$ cat src/rtl/crae_pkg.sv
// shared opcodes and status flag positions for the alu execute stage
package crae_pkg;

  typedef enum logic [5:0] {
    OP_ADC = 6'd0,  OP_SBC = 6'd1,  OP_AND = 6'd2,  OP_ORA = 6'd3,
    OP_EOR = 6'd4,  OP_CMP = 6'd5,  OP_CPX = 6'd6,  OP_CPY = 6'd7,
    OP_BIT = 6'd8,  OP_ASL = 6'd9,  OP_LSR = 6'd10, OP_ROL = 6'd11,
    OP_ROR = 6'd12, OP_INC = 6'd13, OP_DEC = 6'd14, OP_INX = 6'd15,
    OP_INY = 6'd16, OP_DEX = 6'd17, OP_DEY = 6'd18, OP_LDA = 6'd19,
    OP_LDX = 6'd20, OP_LDY = 6'd21, OP_STA = 6'd22, OP_STX = 6'd23,
    OP_STY = 6'd24, OP_TAX = 6'd25, OP_TAY = 6'd26, OP_TXA = 6'd27,
    OP_TYA = 6'd28, OP_TSX = 6'd29, OP_TXS = 6'd30, OP_CLC = 6'd31,
    OP_SEC = 6'd32, OP_CLI = 6'd33, OP_SEI = 6'd34, OP_CLD = 6'd35,
    OP_SED = 6'd36, OP_CLV = 6'd37, OP_BCC = 6'd38, OP_BCS = 6'd39,
    OP_BEQ = 6'd40, OP_BNE = 6'd41, OP_BMI = 6'd42, OP_BPL = 6'd43,
    OP_BVC = 6'd44, OP_BVS = 6'd45, OP_NOP = 6'd46
  } op_e;

  // status byte layout: N V - B D I Z C
  localparam int unsigned FLAG_C = 0;
  localparam int unsigned FLAG_Z = 1;
  localparam int unsigned FLAG_I = 2;
  localparam int unsigned FLAG_D = 3;
  localparam int unsigned FLAG_B = 4;
  localparam int unsigned FLAG_U = 5;
  localparam int unsigned FLAG_V = 6;
  localparam int unsigned FLAG_N = 7;

endpackage

$ cat src/rtl/cpu_register_alu_execute.sv
// alu execute stage: register file, status flags and one-pass operation logic
//
//  channel | direction | handshake                | payload
//  --------+-----------+--------------------------+----------------------------------------
//  in      | to block  | in_valid_i / in_stall_o  | opcode, operand_byte, accumulator_mode
//  out     | from block| out_valid_o / out_stall_i| mem_write, write_data, branch_taken,
//          |           |                          | status_out, acc_out, x_out, y_out, sp_out
//
// one transfer in and one transfer out per cycle when neither side stalls
// an item passes the input register, then operation logic into the result register
// the operation logic is 8-bit adders and muxing, read from the architectural regs
// rst_ni clears the architectural registers and flags to zero and empties both stages
// an output stall holds the result and, once the input register is full, stalls the input
module cpu_register_alu_execute (
  input  logic       clk_i,
  input  logic       rst_ni,
  input  logic       in_valid_i,
  output logic       in_stall_o,
  input  logic [5:0] opcode_i,
  input  logic [7:0] operand_byte_i,
  input  logic       accumulator_mode_i,
  output logic       out_valid_o,
  input  logic       out_stall_i,
  output logic       mem_write_o,
  output logic [7:0] write_data_o,
  output logic       branch_taken_o,
  output logic [7:0] status_out_o,
  output logic [7:0] acc_out_o,
  output logic [7:0] x_out_o,
  output logic [7:0] y_out_o,
  output logic [7:0] sp_out_o
);
  import crae_pkg::*;

  // input register
  logic       in_valid_q;
  logic [5:0] opcode_q;
  logic [7:0] operand_q;
  logic       acc_mode_q;

  // result register; architectural regs double as the register fields of the result
  logic       out_valid_q;
  logic       mem_write_q, mem_write_d;
  logic [7:0] write_data_q, write_data_d;
  logic       branch_q, branch_d;
  logic [7:0] acc_q, acc_d;
  logic [7:0] x_q, x_d;
  logic [7:0] y_q, y_d;
  logic [7:0] sp_q, sp_d;
  logic [7:0] status_q, status_d;

  logic in_xfer;
  logic advance;

  // an item moves to the result stage whenever the result stage is empty or draining
  assign advance    = in_valid_q && (!out_valid_q || !out_stall_i);
  assign in_stall_o = in_valid_q && !advance;
  assign in_xfer    = in_valid_i && !in_stall_o;

  always_ff @(posedge clk_i or negedge rst_ni) begin
    if (!rst_ni) begin
      in_valid_q <= 1'b0;
    end else begin
      in_valid_q <= in_xfer || (in_valid_q && !advance);
    end
  end

  // payload of the input register needs no reset
  always_ff @(posedge clk_i) begin
    if (in_xfer) begin
      opcode_q   <= opcode_i;
      operand_q  <= operand_byte_i;
      acc_mode_q <= accumulator_mode_i;
    end
  end

  // shared datapath pieces
  logic [7:0] adder_b;
  logic [8:0] adder_sum;
  logic [7:0] cmp_reg;
  logic [8:0] cmp_diff;
  logic [7:0] shift_src;
  logic       carry_in;

  assign carry_in  = status_q[FLAG_C];
  // sbc is adc of the inverted operand
  assign adder_b   = (op_e'(opcode_q) == OP_SBC) ? ~operand_q : operand_q;
  assign adder_sum = {1'b0, acc_q} + {1'b0, adder_b} + {8'd0, carry_in};

  always_comb begin
    case (op_e'(opcode_q))
      OP_CPX:  cmp_reg = x_q;
      OP_CPY:  cmp_reg = y_q;
      default: cmp_reg = acc_q;
    endcase
  end
  // borrow out in bit 8 means reg < operand
  assign cmp_diff  = {1'b0, cmp_reg} - {1'b0, operand_q};
  assign shift_src = acc_mode_q ? acc_q : operand_q;

  logic       nz_en;
  logic [7:0] nz_val;
  logic [7:0] shift_res;

  always_comb begin
    acc_d        = acc_q;
    x_d          = x_q;
    y_d          = y_q;
    sp_d         = sp_q;
    status_d     = status_q;
    mem_write_d  = 1'b0;
    write_data_d = 8'd0;
    branch_d     = 1'b0;
    nz_en        = 1'b0;
    nz_val       = 8'd0;
    shift_res    = 8'd0;

    case (op_e'(opcode_q))
      OP_ADC, OP_SBC: begin
        acc_d            = adder_sum[7:0];
        status_d[FLAG_C] = adder_sum[8];
        status_d[FLAG_V] = (adder_sum[7] ^ acc_q[7]) & (adder_sum[7] ^ adder_b[7]);
        nz_en            = 1'b1;
        nz_val           = adder_sum[7:0];
      end
      OP_AND: begin
        acc_d  = acc_q & operand_q;
        nz_en  = 1'b1;
        nz_val = acc_q & operand_q;
      end
      OP_ORA: begin
        acc_d  = acc_q | operand_q;
        nz_en  = 1'b1;
        nz_val = acc_q | operand_q;
      end
      OP_EOR: begin
        acc_d  = acc_q ^ operand_q;
        nz_en  = 1'b1;
        nz_val = acc_q ^ operand_q;
      end
      OP_CMP, OP_CPX, OP_CPY: begin
        status_d[FLAG_C] = !cmp_diff[8];
        status_d[FLAG_Z] = (cmp_diff[7:0] == 8'd0);
        status_d[FLAG_N] = cmp_diff[7];
      end
      OP_BIT: begin
        status_d[FLAG_Z] = ((acc_q & operand_q) == 8'd0);
        status_d[FLAG_V] = operand_q[6];
        status_d[FLAG_N] = operand_q[7];
      end
      OP_ASL, OP_LSR, OP_ROL, OP_ROR: begin
        case (op_e'(opcode_q))
          OP_ASL: begin
            shift_res        = {shift_src[6:0], 1'b0};
            status_d[FLAG_C] = shift_src[7];
          end
          OP_ROL: begin
            shift_res        = {shift_src[6:0], carry_in};
            status_d[FLAG_C] = shift_src[7];
          end
          OP_LSR: begin
            shift_res        = {1'b0, shift_src[7:1]};
            status_d[FLAG_C] = shift_src[0];
          end
          default: begin
            shift_res        = {carry_in, shift_src[7:1]};
            status_d[FLAG_C] = shift_src[0];
          end
        endcase
        nz_en  = 1'b1;
        nz_val = shift_res;
        if (acc_mode_q) begin
          acc_d = shift_res;
        end else begin
          mem_write_d  = 1'b1;
          write_data_d = shift_res;
        end
      end
      OP_INC: begin
        mem_write_d  = 1'b1;
        write_data_d = operand_q + 8'd1;
        nz_en        = 1'b1;
        nz_val       = operand_q + 8'd1;
      end
      OP_DEC: begin
        mem_write_d  = 1'b1;
        write_data_d = operand_q - 8'd1;
        nz_en        = 1'b1;
        nz_val       = operand_q - 8'd1;
      end
      OP_INX: begin
        x_d    = x_q + 8'd1;
        nz_en  = 1'b1;
        nz_val = x_q + 8'd1;
      end
      OP_INY: begin
        y_d    = y_q + 8'd1;
        nz_en  = 1'b1;
        nz_val = y_q + 8'd1;
      end
      OP_DEX: begin
        x_d    = x_q - 8'd1;
        nz_en  = 1'b1;
        nz_val = x_q - 8'd1;
      end
      OP_DEY: begin
        y_d    = y_q - 8'd1;
        nz_en  = 1'b1;
        nz_val = y_q - 8'd1;
      end
      OP_LDA: begin
        acc_d  = operand_q;
        nz_en  = 1'b1;
        nz_val = operand_q;
      end
      OP_LDX: begin
        x_d    = operand_q;
        nz_en  = 1'b1;
        nz_val = operand_q;
      end
      OP_LDY: begin
        y_d    = operand_q;
        nz_en  = 1'b1;
        nz_val = operand_q;
      end
      OP_STA: begin
        mem_write_d  = 1'b1;
        write_data_d = acc_q;
      end
      OP_STX: begin
        mem_write_d  = 1'b1;
        write_data_d = x_q;
      end
      OP_STY: begin
        mem_write_d  = 1'b1;
        write_data_d = y_q;
      end
      OP_TAX: begin
        x_d    = acc_q;
        nz_en  = 1'b1;
        nz_val = acc_q;
      end
      OP_TAY: begin
        y_d    = acc_q;
        nz_en  = 1'b1;
        nz_val = acc_q;
      end
      OP_TXA: begin
        acc_d  = x_q;
        nz_en  = 1'b1;
        nz_val = x_q;
      end
      OP_TYA: begin
        acc_d  = y_q;
        nz_en  = 1'b1;
        nz_val = y_q;
      end
      OP_TSX: begin
        x_d    = sp_q;
        nz_en  = 1'b1;
        nz_val = sp_q;
      end
      // flags untouched on txs
      OP_TXS: sp_d = x_q;
      OP_CLC: status_d[FLAG_C] = 1'b0;
      OP_SEC: status_d[FLAG_C] = 1'b1;
      OP_CLI: status_d[FLAG_I] = 1'b0;
      OP_SEI: status_d[FLAG_I] = 1'b1;
      OP_CLD: status_d[FLAG_D] = 1'b0;
      OP_SED: status_d[FLAG_D] = 1'b1;
      OP_CLV: status_d[FLAG_V] = 1'b0;
      OP_BCC: branch_d = !status_q[FLAG_C];
      OP_BCS: branch_d = status_q[FLAG_C];
      OP_BEQ: branch_d = status_q[FLAG_Z];
      OP_BNE: branch_d = !status_q[FLAG_Z];
      OP_BMI: branch_d = status_q[FLAG_N];
      OP_BPL: branch_d = !status_q[FLAG_N];
      OP_BVC: branch_d = !status_q[FLAG_V];
      OP_BVS: branch_d = status_q[FLAG_V];
      // nop and the unused codes above it change nothing
      default: begin
      end
    endcase

    if (nz_en) begin
      status_d[FLAG_Z] = (nz_val == 8'd0);
      status_d[FLAG_N] = nz_val[7];
    end
  end

  // architectural state commits together with the result transfer into the output stage
  always_ff @(posedge clk_i or negedge rst_ni) begin
    if (!rst_ni) begin
      out_valid_q <= 1'b0;
      acc_q       <= 8'd0;
      x_q         <= 8'd0;
      y_q         <= 8'd0;
      sp_q        <= 8'd0;
      status_q    <= 8'd0;
    end else begin
      if (advance) begin
        out_valid_q <= 1'b1;
        acc_q       <= acc_d;
        x_q         <= x_d;
        y_q         <= y_d;
        sp_q        <= sp_d;
        status_q    <= status_d;
      end else if (!out_stall_i) begin
        out_valid_q <= 1'b0;
      end
    end
  end

  always_ff @(posedge clk_i) begin
    if (advance) begin
      mem_write_q  <= mem_write_d;
      write_data_q <= write_data_d;
      branch_q     <= branch_d;
    end
  end

  assign out_valid_o    = out_valid_q;
  assign mem_write_o    = mem_write_q;
  assign write_data_o   = write_data_q;
  assign branch_taken_o = branch_q;
  assign status_out_o   = status_q;
  assign acc_out_o      = acc_q;
  assign x_out_o        = x_q;
  assign y_out_o        = y_q;
  assign sp_out_o       = sp_q;

endmodule

$ cat config.mk
export PLATFORM = sky130hd
export DESIGN_NAME = cpu_register_alu_execute
export DESIGN_NICKNAME = d
export VERILOG_FILES = /design/src/rtl/crae_pkg.sv /design/src/rtl/cpu_register_alu_execute.sv
export SDC_FILE = /design/constraint.sdc
export NUM_CORES = 1
export LEC_CHECK = 0
export BUFFER_PORTS_ARGS = -buffer_cell sky130_fd_sc_hd__buf_2
export CAP_MARGIN = 20
export CORE_MARGIN = 4
export CORE_UTILIZATION = 50
export CTS_CLUSTER_SIZE = 8
export DETAILED_ROUTE_END_ITERATION = 7
export PLACE_DENSITY = 0.8
export SETUP_SLACK_MARGIN = 0.05
export SLEW_MARGIN = 5
export SYNTH_ARGS = -nofsm -noshare
export SYNTH_HDL_FRONTEND = slang
export SYNTH_SLANG_ARGS = --single-unit
$ cat constraint.sdc
create_clock -name clk_i -period 5.1 [get_ports clk_i]
set_input_delay 0.765 -clock clk_i [delete_from_list [all_inputs] [get_ports clk_i]]
set_output_delay 0.765 -clock clk_i [all_outputs]
set_load 0.01 [all_outputs]
# Word-level counts from Yosys, hierarchy flattened
# Cells that the tools add are included.
# totals
register_bits,65
in_bits,19
output_inout_bits,52
# op_classes
n_addsub,9
n_eq_ne,47
n_mux,26
bitwise,7
reduce_logical,43
# ops
cell,count
$pmux W8 S16,1
$eq A6 B5 Y1 const B,16
$eq A6 B6 Y1 const B,14
$pmux W8 S8,1
$eq A6 B4 Y1 const B,8
$pmux W8 S6,1
$pmux W8 S5,1
$mux W8,4
$pmux W8 S4,1
$add A8 B1 Y8 const B,3
$eq A6 B3 Y1 const B,4
$logic_not A8 Y1,3
$pmux W8 S3,1
$sub A8 B1 Y8 const B,3
$reduce_or A23 Y1,1
$pmux W8 S2,1
$reduce_and A2 Y1,8
$eq A6 B2 Y1 const B,2
$pmux W1 S2,5
$reduce_bool A5 Y1,2
$add A8 B8 Y9,1
$add A9 B1 Y9,1
$logic_not A1 Y1,9
$sub A8 B8 Y9,1
other kinds (25),40

# Logic depth before layout (Yosys ltp)
# logic_depth
ltp_word,8
depth_mapped,17

# Least setup slack after synthesis
# OpenSTA, ideal clock, no wires.
# synth_timing
kind,register to register
start,register opcode_q[2]
end,register status_q[1] (netlist: status_out_o[1])
setup_ps,77
t_arrival_ps,4050
required_ps,5023
setup_slack_ps,973
path_stages_with_launch,16
path_buffers,2
path_cell_list,edfxtp_1 -> buf_2 -> buf_2 -> nor4_1 -> nand2_1 -> xnor2_1 -> fa_1 -> fa_1 -> xnor2_1 -> nor2_1 -> o22ai_1 -> nor4_1 -> nand4_1 -> or4_1 -> or4_1 -> o21ai_1
# synth_between
elab_chain_len,7
# synth_rtl
element,line,rtl
"start, declared",cpu_register_alu_execute.sv:37,logic [5:0] opcode_q;
"start signal, assigned",cpu_register_alu_execute.sv:71,opcode_q <= opcode_i;
$eq A6 B1 Y1,"cpu_register_alu_execute.sv:87, cpu_register_alu_execute.sv:118",
$mux W8,cpu_register_alu_execute.sv:87,assign adder_b = (op_e'(opcode_q) == OP_SBC) ? ~operand_q : operand_q;
$add A8 B8 Y9,cpu_register_alu_execute.sv:88,"assign adder_sum = {1'b0, acc_q} + {1'b0, adder_b} + {8'd0, carry_in};"
$add A9 B1 Y9,cpu_register_alu_execute.sv:88,
$pmux W8 S16,cpu_register_alu_execute.sv:118,case (op_e'(opcode_q))
$logic_not A8 Y1,cpu_register_alu_execute.sv:286,status_d[FLAG_Z] = (nz_val == 8'd0);
$mux W1,cpu_register_alu_execute.sv:285,if (nz_en) begin
"end signal, assigned",cpu_register_alu_execute.sv:307,status_q <= status_d;
"end, declared",cpu_register_alu_execute.sv:50,"logic [7:0] status_q, status_d;"
# Parallel ways exist; a longest one is shown, timed or not.
# A chain may end at the register's enable or synchronous reset.

# Final worst setup path
# Ends and elaborated chain as after synthesis.

==> results.py <==
metrics = {
    "cts": {
        "cts_made_buffers": 9,
        "cts_tree": "built",
        "htree_levels": 3,
        "post_cts.repair.setup_buffers": 0,
        "cts_root_buffer": "clkbuf_16",
        "cts.clk_slew.worst_paths_ps": 60,
        "ctsHoldBuffers": 0,
        "post_cts_resize_count": 0,
        "clockBufferDepth": 2,
        "clk_latency_ps": 350,
        "cts.sinks": 65,
    },
    "power_and_ir_drop": {
        "ir_worst_vdd_uv": 373,
        "power.total_mw": 3.05,
        "p_leak_nw": 2.94,
        "powerDensity_mw_per_mm2": 431,
    },
    "die": {
        "initial_utilization_pct": 52.0,
        "ios": 71,
        "fp.dieW_um": 121,
        "die_y_um": 121,
        "core_mm2": 0.0123,
        "die_area_mm2": 0.0146,
        "rows": 40,
    },
    "global_route": {
        "antenna_found_initial": 0,
        "grt_overflow": 0,
        "grt_pass1_wl_um": 36500,
        "grt_max_degree": 41,
        "grt_pass1_vias": 6443,
        "grt.total_usage_pct": 32.4,
    },
    "finish": {
        "fillCellCount": 1145,
        "syn_to_final_growth_pct": 10.8,
        "antenna_cells": 0,
        "instances_no_fill": 984,
        "nets": 871,
        "final_layout_size_suffix_gt1_share_pct": 15.6,
        "design_area_mm2": 0.00707,
        "final_core_util_pct": 57.6,
    },
    "synthesis": {
        "ys_warn_count": 0,
        "syn_inst": 779,
        "seq_area_frac_synth_pct": 27.5,
        "async_reset_ff_share_pct": 61.5,
        "ys.flop_type": "dfrtp_1",
        "syn_area_mm2": 0.00638,
        "synth_seq_cells": 65,
        "synth_edf_count": 25,
        "avgSynthCellArea_um2": 8.19,
        "synth_cell_types": 79,
    },
    "route": {
        "wirelength_um": 23500,
        "vias": 6852,
        "firstDrtPassIters": 8,
        "ant_nets": 0,
        "drt_iter0_markers": 1098,
        "post_drt_wl_per_cell_um": 23.9,
        "drc": 5,
        "viasPerCell": 6.96,
    },
    "worst_setup_path": {
        "r2r_start": "opcode_q[2]",
        "cp_data_required_time_ps": 5370,
        "critPathKind": "flip-flop to flip-flop",
        "worstReg2RegEnd": "status_out_o[1]",
        "start_kind": "flip-flop",
        "reg2regPathDepth": 13,
        "regToRegSetupSlack_ps": 430,
        "worstPathArrival_ps": 4940,
        "endpoint_kind": "flip-flop",
        "path_max_fanout": 18,
    },
    "placement": {
        "detailedPlace.worstSlack_ps": 470,
        "placed_area_mm2": 0.00678,
        "io_buffers": 68,
        "dp.cells": 968,
        "place_congestion": 1.09,
        "hpwl_um": 16600,
    },
    "hold_path": {
        "holdPathStages": 1,
        "hp-class": "flip-flop to flip-flop",
        "min_from": "in_valid_q",
        "hold_path_end": "out_valid_o",
    },
    "sta": {
        "setup_ws_ps": 428,
        "setup_viol": 0,
        "finalMaxSlewViolations": 0,
        "fmax_ghz": 0.214,
        "skew_ps": 14.5,
        "finalCritPeriodShare_pct": 91.6,
        "tns_ps": 0,
        "hold_slack_ps": 483,
        "period_needed_ps": 4670,
        "worst_slew_pin_slew_ps": 1110,
        "hold_violations": 0,
        "slew_headroom_pct": 25.5,
        "grt_setup_unrepaired": "false",
    },
    "flow_run": {
        "max_cap_violations": 0,
    },
    "run_status": {
        "status": "complete, but fails checks",
        "violations": "design-rule violations",
    },
}
==> final cells by class <==
cell class                 count  area, um2  share of cell area, %
multi-input combinational    625       4280                   60.5
sequential                    65       1750                   24.8
timing repair buffer          80        430                   6.09
clock buffer                   9        225                   3.19
tap                          168        210                   2.97
inverter                      30        113                   1.59
clock inverter                 7       61.3                  0.867
==> metal layers <==
layer / GRT usage (%) / wire length (um)
met2: 45.0 / 9610
met4: 17.8 / 1400
met1: 43.2 / 8710
met5: 0 / 0
met3: 12.1 / 3770
==> cells in the mapped netlist, drive strengths merged, types with 6 or more instances <==
cell type	count	share of area (%)
nor2	76	4.6
nand2	75	4.4
a21oi	54	4.2
o21ai	52	4.1
clkbuf	42	2.5
dfrtp	40	16
ha	38	7.5
nand3	32	2.6
inv	29	1.7
edfxtp	25	12
xnor2	24	3.3
buf	18	1.5
a22oi	15	1.8
a222oi	13	2.0
and3	13	1.3
mux2i	13	2.0
nand2b	12	1.2
nor3	12	0.94
o211ai	10	1.2
o22ai	10	0.98
xor2	10	1.4
a221oi	9	1.2
a22o	9	1.2
a31oi	9	0.88
nor2b	9	0.88
nor4	9	1.1
a21o	8	0.94
a221o	8	1.3
mux2	8	1.4
mux4	8	2.8
nand4	6	0.59
or3	6	0.59
or4	6	0.77
==> registers in the layout, indices dropped and copies added (netlist names) <==
| register | flops |
|---|---|
| acc_mode_q | 1 |
| x_out_o | 8 |
| mem_write_o | 1 |
| y_out_o | 8 |
| operand_q | 8 |
| acc_out_o | 8 |
| in_valid_q | 1 |
| opcode_q | 6 |
| write_data_o | 8 |
| sp_out_o | 8 |
| branch_taken_o | 1 |
| out_valid_o | 1 |
| status_out_o | 6 |
==> worst max-delay path, stage by stage (launching register included) <==
cell      delay (ps)
edfxtp_1         610
nor4_1           500
nand2_1          410
xnor2_1          250
fa_1             430
fa_1             430
xnor2_1          170
nor2_1           140
o22ai_1           90
nor4_1           300
nand4_1          120
or4_1            510
or4_1            490
o21ai_1          140
==> cells by family (layout without fill, tap and decap cells) <==
kind of cell	after synthesis	in the layout	synth area share [%]
xor+xnor	34	34	4.67
buf+inv	90	126	5.75
other cells	1	2	0.0588
flops	65	65	27.5
compound gates	236	236	25.1
mux	29	29	6.28
simple gates	283	283	22.3
fa+ha+maj	41	41	8.40
==> how the worst max path moves through the flow <==
stage | startpoint | endpoint | cells past startpoint
after CTS | opcode_q[2] | status_out_o[1] | 13
after global placement | opcode_q[2] | status_out_o[1] | 13
after global routing | opcode_q[2] | status_out_o[1] | 13
after floorplan | opcode_q[2] | status_out_o[1] | 15
final | opcode_q[2] | status_out_o[1] | 13
after detailed placement | opcode_q[2] | status_out_o[1] | 13
==> layout by cell type (no fill, tap or decap), types with 13 or more instances in the layout <==
| cell type | n |
|---|---|
| a21oi_1 | 54 |
| a222oi_1 | 13 |
| a22oi_1 | 15 |
| and3_1 | 13 |
| buf_2 | 68 |
| dfrtp_1 | 40 |
| edfxtp_1 | 25 |
| ha_1 | 38 |
| inv_1 | 29 |
| mux2i_1 | 13 |
| nand2_1 | 75 |
| nand3_1 | 31 |
| nor2_1 | 74 |
| o21ai_0 | 49 |
| xnor2_1 | 24 |
==> power by group <==
group	internal, mW	switching (mW)	leakage, nW	total (mW)
sequential	0.653	0.391	0.728	1.04
combinational	0.592	0.797	2.07	1.39
clock	0.372	0.242	0.142	0.615
Note: power is estimated with default switching activity, not from simulation.
